==> src/rtl/core/spbi_pkg.sv <==
package spbi_pkg;

    localparam int PATH_DEPTH_DEF = 256;

    localparam logic [1:0] ST_OK    = 2'd0;
    localparam logic [1:0] ST_FULL  = 2'd1;
    localparam logic [1:0] ST_SAT   = 2'd2;
    localparam logic [1:0] ST_EMPTY = 2'd3;

    localparam int SQ_W   = 66;
    localparam int ROOT_W = 33;
    localparam int DVD_W  = 64;
    localparam int DVS_W  = 32;

    localparam logic [1:0] AX_X = 2'd0;
    localparam logic [1:0] AX_Y = 2'd1;
    localparam logic [1:0] AX_Z = 2'd2;

    typedef enum logic [4:0] {
        OP_NONE,
        OP_RES_FULL,
        OP_RES_EMPTY,
        OP_LWRITE,
        OP_SQ,
        OP_ACC,
        OP_SQRT_START,
        OP_DIV_LOAD,
        OP_LEND,
        OP_IDX_INIT,
        OP_IDX_DEC,
        OP_IDX_INC,
        OP_IDX_FIX,
        OP_SAVE_CUR,
        OP_SAVE_PREV,
        OP_QPREP,
        OP_IMUL,
        OP_DIV_LOAD_I,
        OP_IRES,
        OP_PUBLISH
    } t_dp_op;

    typedef struct packed {
        logic   latch;
        t_dp_op op;
        logic [1:0] axis;
    } t_dp_cmd;

    typedef struct packed {
        logic action;
        logic in_pt;
        logic par_zero;
        logic full;
        logic empty;
        logic idx_gt0;
        logic idx_lt_n;
        logic end_gt_t;
        logic end_lt_t;
        logic skip;
        logic sqrt_done;
        logic div_done;
    } t_dp_status;

endpackage

==> src/rtl/core/spbi_ctrl.sv <==
module spbi_ctrl (
    input  logic                  i_clk,
    input  logic                  i_rst_n,
    input  logic                  i_in_valid,
    output logic                  o_in_ready,
    output logic                  o_out_valid,
    input  logic                  i_out_ready,
    input  spbi_pkg::t_dp_status  i_st,
    output spbi_pkg::t_dp_cmd     o_cmd
);
    import spbi_pkg::*;

    typedef enum logic [4:0] {
        S_IDLE, S_DISPATCH, S_RES_FULL, S_RES_EMPTY,
        S_L_WRITE, S_L_SQ, S_L_ACC, S_L_SQRT_GO, S_L_SQRT_WAIT,
        S_L_DIV_GO, S_L_DIV_WAIT, S_L_END,
        S_Q_INIT, S_Q_BACK_RD, S_Q_BACK, S_Q_FWD_RD, S_Q_FWD,
        S_Q_SKIP_RD, S_Q_SKIP, S_Q_FIX, S_Q_CUR_RD, S_Q_CUR,
        S_Q_PREV_RD, S_Q_PREV, S_Q_PREP, S_Q_MUL, S_Q_DIV_GO,
        S_Q_DIV_WAIT, S_Q_RES, S_PUBLISH
    } t_state;

    t_state     r_state, n_state;
    logic [1:0] r_axis, n_axis;
    logic       r_out_valid, n_out_valid;

    always_comb begin
        n_state     = r_state;
        n_axis      = r_axis;
        n_out_valid = r_out_valid && !i_out_ready;
        o_cmd.latch = 1'b0;
        o_cmd.op    = OP_NONE;
        o_cmd.axis  = r_axis;
        case (r_state)
            S_IDLE: begin
                o_cmd.latch = i_in_valid;
                if (i_in_valid) begin
                    n_state = S_DISPATCH;
                end
            end
            S_DISPATCH: begin
                if (!i_st.action) begin
                    n_state = i_st.full ? S_RES_FULL : S_L_WRITE;
                end else begin
                    n_state = i_st.empty ? S_RES_EMPTY : S_Q_INIT;
                end
            end
            S_RES_FULL: begin
                o_cmd.op = OP_RES_FULL;
                n_state  = S_PUBLISH;
            end
            S_RES_EMPTY: begin
                o_cmd.op = OP_RES_EMPTY;
                n_state  = S_PUBLISH;
            end
            S_L_WRITE: begin
                o_cmd.op = OP_LWRITE;
                n_axis   = AX_X;
                n_state  = (i_st.in_pt || i_st.par_zero) ? S_L_END : S_L_SQ;
            end
            S_L_SQ: begin
                o_cmd.op = OP_SQ;
                n_state  = S_L_ACC;
            end
            S_L_ACC: begin
                o_cmd.op = OP_ACC;
                if (r_axis == AX_Z) begin
                    n_state = S_L_SQRT_GO;
                end else begin
                    n_axis  = r_axis + 1'b1;
                    n_state = S_L_SQ;
                end
            end
            S_L_SQRT_GO: begin
                o_cmd.op = OP_SQRT_START;
                n_state  = S_L_SQRT_WAIT;
            end
            S_L_SQRT_WAIT: begin
                if (i_st.sqrt_done) begin
                    n_state = S_L_DIV_GO;
                end
            end
            S_L_DIV_GO: begin
                o_cmd.op = OP_DIV_LOAD;
                n_state  = S_L_DIV_WAIT;
            end
            S_L_DIV_WAIT: begin
                if (i_st.div_done) begin
                    n_state = S_L_END;
                end
            end
            S_L_END: begin
                o_cmd.op = OP_LEND;
                n_state  = S_PUBLISH;
            end
            S_Q_INIT: begin
                o_cmd.op = OP_IDX_INIT;
                n_state  = S_Q_BACK_RD;
            end
            S_Q_BACK_RD: begin
                n_state = S_Q_BACK;
            end
            S_Q_BACK: begin
                if (i_st.idx_gt0 && i_st.end_gt_t) begin
                    o_cmd.op = OP_IDX_DEC;
                    n_state  = S_Q_BACK_RD;
                end else begin
                    n_state = S_Q_FWD;
                end
            end
            S_Q_FWD_RD: begin
                n_state = S_Q_FWD;
            end
            S_Q_FWD: begin
                if (i_st.idx_lt_n && i_st.end_lt_t) begin
                    o_cmd.op = OP_IDX_INC;
                    n_state  = S_Q_FWD_RD;
                end else begin
                    n_state = S_Q_SKIP;
                end
            end
            S_Q_SKIP_RD: begin
                n_state = S_Q_SKIP;
            end
            S_Q_SKIP: begin
                if (i_st.idx_lt_n && i_st.skip) begin
                    o_cmd.op = OP_IDX_INC;
                    n_state  = S_Q_SKIP_RD;
                end else begin
                    n_state = S_Q_FIX;
                end
            end
            S_Q_FIX: begin
                o_cmd.op = OP_IDX_FIX;
                n_state  = S_Q_CUR_RD;
            end
            S_Q_CUR_RD: begin
                n_state = S_Q_CUR;
            end
            S_Q_CUR: begin
                o_cmd.op = OP_SAVE_CUR;
                n_state  = S_Q_PREV_RD;
            end
            S_Q_PREV_RD: begin
                n_state = S_Q_PREV;
            end
            S_Q_PREV: begin
                o_cmd.op = OP_SAVE_PREV;
                n_state  = S_Q_PREP;
            end
            S_Q_PREP: begin
                o_cmd.op = OP_QPREP;
                n_axis   = AX_X;
                n_state  = S_Q_MUL;
            end
            S_Q_MUL: begin
                o_cmd.op = OP_IMUL;
                n_state  = S_Q_DIV_GO;
            end
            S_Q_DIV_GO: begin
                o_cmd.op = OP_DIV_LOAD_I;
                n_state  = S_Q_DIV_WAIT;
            end
            S_Q_DIV_WAIT: begin
                if (i_st.div_done) begin
                    n_state = S_Q_RES;
                end
            end
            S_Q_RES: begin
                o_cmd.op = OP_IRES;
                if (r_axis == AX_Z) begin
                    n_state = S_PUBLISH;
                end else begin
                    n_axis  = r_axis + 1'b1;
                    n_state = S_Q_MUL;
                end
            end
            S_PUBLISH: begin
                if (!r_out_valid) begin
                    o_cmd.op    = OP_PUBLISH;
                    n_out_valid = 1'b1;
                    n_state     = S_IDLE;
                end
            end
            default: begin
                n_state = S_IDLE;
            end
        endcase
    end

    always_ff @(posedge i_clk) begin
        if (!i_rst_n) begin
            r_state     <= S_IDLE;
            r_axis      <= AX_X;
            r_out_valid <= 1'b0;
        end else begin
            r_state     <= n_state;
            r_axis      <= n_axis;
            r_out_valid <= n_out_valid;
        end
    end

    assign o_in_ready  = (r_state == S_IDLE);
    assign o_out_valid = r_out_valid;

endmodule

==> config.mk <==
export PLATFORM = sky130hd
export DESIGN_NAME = spbi_ctrl
export DESIGN_NICKNAME = d
export VERILOG_FILES = /design/src/rtl/core/spbi_pkg.sv /design/src/rtl/core/spbi_ctrl.sv
export SDC_FILE = /design/constraint.sdc
export NUM_CORES = 1
export LEC_CHECK = 0
export BUFFER_PORTS_ARGS = -buffer_cell sky130_fd_sc_hd__buf_2
export CORE_ASPECT_RATIO = 0.9
export CORE_MARGIN = 8
export CORE_UTILIZATION = 54
export DETAILED_ROUTE_END_ITERATION = 6
export GPL_TIMING_DRIVEN = 1
export PLACE_DENSITY = 0.88
export SLEW_MARGIN = 25
export SYNTH_ARGS = -nofsm -noshare
export SYNTH_HDL_FRONTEND = slang
export SYNTH_SLANG_ARGS = --single-unit
==> constraint.sdc <==
create_clock -name i_clk -period 2.34 [get_ports i_clk]
set_clock_uncertainty 0.15 [all_clocks]
set_input_delay 0.117 -clock i_clk [delete_from_list [all_inputs] [get_ports i_clk]]
set_output_delay 0.117 -clock i_clk [all_outputs]
set_load 0.01 [all_outputs]
==> qor.csv <==
metric;value;unit
fp.dieH;60.39;µm
required;2070;ps
clkLatencyLatePin;250;ps
synthArstFlopShare;0;%
num_io_pins;26;
ys_top_cells_by_count;nor2_1, nand2_1, o21ai_0;
outcome;complete, no violations;
netlist-cell-type-count;52;
clk_pin_slew;50;ps
grt_antenna_before_repair;0;
fmax;464.5;MHz
n_antenna_cell;0;
seq_area_frac_synth;13.54;%
powerDensity;885.2;nW/µm²
post-route-min-period;2153;ps
finalSetupViolCount;0;
power_frac_seq;21.5;%
slew_violations;0;
core_area;2122;µm²
cts_tree;built;
grt_pass1_vias;1316;
synth_top_area_cell;dfxtp_1;
via_count;1458;
clkPwrFrac;8.7;%
ir_drop;0.5999;mV
tightest_slew;514.6;ps
finalHoldViolCount;0;
grt_pass1_wl;6051;µm
grt_max_degree;22;
fillers;191;
multi_input_area;904.6;µm²
die_w;65.33;µm
p_int;0.5756;mW
tns;0;ps
cp-end-kind;primary output;
finalPower;1.205;mW
portBuffers;25;
mappedNetlistNets;193;
synth-seq-cells;8;
vias_per_cell;6.480;
finalWirelength;3682;µm
post_cts_buffers;0;
overflow;0;
cts_buffer_depth;2;
relSlewSlack;65.41;%
grt.total_usage;18.81;%
critPathKind;flop to primary output;
place_ws;276.3;ps
syn_to_final_growth;15.13;%
swShare;52.24;%
dp_hpwl;2816;µm
drt-initial-drc-count;181;
nets;217;
worstPathArrival;1890;ps
path_max_fanout;21;
routabilityCongestion;0.9707;
p_sw;0.6295;mW
syn_avg_cell_area;6.718;µm²
synth-edff-count;0;
ys.flop_type;dfxtp_1;
cap_violations;0;
start_util;55.72;%
drive_gt1_share;25.76;%
rows;16;
final_antenna_net_count;0;
avgRoutedWirePerCell;16.36;µm
synth_top_area_share;13.54;%
cts_root_buf;clkbuf_4;
drt_pass1_iterations;5;
rsz0062_at_grt;false;
comb_power_share;69.8;%
die_area;3945;µm²
dp.cells;222;
synth_cells;176;
fin_cells;225;
fin_crit_sh;92.00;%
hold_buffers;0;
startpoint_type;flop;
yosysWarnings;0;
layout_setup_ws;187.2;ps
holdCritPathClass;input pin to flop;
cts_sinks;8;
synthTopCellsByArea;dfxtp_1, nor2_1, nand2_1, o21ai_0, a21oi_1;
drc;0;
regArea;162.7;µm²
leakagePower;0.5586;nW
h-tree-depth;1;
synth_area;1182;µm²
post-synth-top-count-cell;nor2_1;
numCtsBuffers;3;
[critical path: stages (launching register included)]
cell,delay [ps]
dfxtp_1,540
buf_4,310
nor4b_1,380
a21oi_1,80
o221ai_1,170
buf_2,160
[cells by family (layout without fill, tap and decap cells)]
| kind of cell | count (synthesis) | count (layout) | share of synthesized area (%) |
|---|---|---|---|
| simple gates | 81 | 81 | 38.41 |
| compound gates | 58 | 58 | 34.50 |
| buf+inv | 25 | 47 | 9.947 |
| flops | 8 | 8 | 13.54 |
| mux | 3 | 3 | 2.540 |
| fa+ha+maj | 1 | 1 | 1.058 |
[flip-flops by register name (all words and copies together) (netlist names)]
| name | cells |
|---|---|
| r_state | 5 |
| r_axis | 2 |
| o_out_valid | 1 |
[layout make-up]
class	count	area share [%]
inverter	8	2.206
tap	27	2.482
clock buffer	3	1.654
timing repair buffer	36	15.26
multi-input combinational	143	66.45
sequential	8	11.95
[per-stage QoR]
| step | utilization, % | cell area, µm² | hold slack (ps) |
|---|---|---|---|
| 5_1_grt | 64.15 | 1361 | 48.61 |
| 6_report | 64.15 | 1361 | 37.02 |
| 3_3_place_gp | 62.97 | 1336 | 298.5 |
| 4_1_cts | 64.03 | 1359 | 26.47 |
| 3_5_place_dp | 62.97 | 1336 | 299.3 |
| 2_1_floorplan | - | 1182 | 164.8 |
[power by group through the flow]
| stage | Combinational (mW) | Sequential, mW | Clock (mW) |
|---|---|---|---|
| final | 0.841 | 0.260 | 0.104 |
| after global routing | 0.921 | 0.269 | 0.117 |
| after CTS | 0.826 | 0.251 | 0.111 |
| after detailed placement | 0.823 | 0.254 | 0 |
| after global placement | 0.799 | 0.250 | 0 |
| after floorplan | 0.673 | 0.184 | 0 |
[routing by layer]
metal / wire length, µm / GRT usage (%)
met3: 375 / 3.321
met5: 0 / 0
met4: 50 / 8.075
met2: 1786 / 31.56
met1: 1470 / 23.20
[placed cells by master, fill, tap and decap left out, types with 3 or more instances in the layout]
cell type and n:
nand2b_1 6, a31oi_1 3, nor4_2 3, nor4_1 4, a21oi_1 10, buf_2 25, o221ai_1 3, nor2b_1 6
nor3b_1 3, buf_4 11, inv_1 7, mux2i_1 3, o21ai_0 12, nand2_1 17, o21ai_1 4, nor2_1 18
and3_1 3, nor3_1 7, clkbuf_4 3, dfxtp_1 6, a32oi_1 3
[worst paths after layout]
path                                   to  slack, ps               startpoint  cells past startpoint
setup reg to reg  r_state[0]$_SDFFE_PN0P_        350  r_state[4]$_SDFFE_PN0P_                      5
setup / recovery                 o_cmd[4]        190  r_state[3]$_SDFFE_PN0P_                      5
hold / removal    r_state[0]$_SDFFE_PN0P_         40                  i_rst_n                      3
hold reg to reg    r_axis[1]$_SDFFE_PN0P_        340   r_axis[1]$_SDFFE_PN0P_                      2
[timing repair]
| item | CTS | global route |
|---|---|---|
| endpoints found under the setup margin | 0 | 4 |
| hold endpoints to repair | 0 | 0 |
| gates resized for setup | 0 | 2 |
Note: power is estimated with default switching activity, not from simulation.
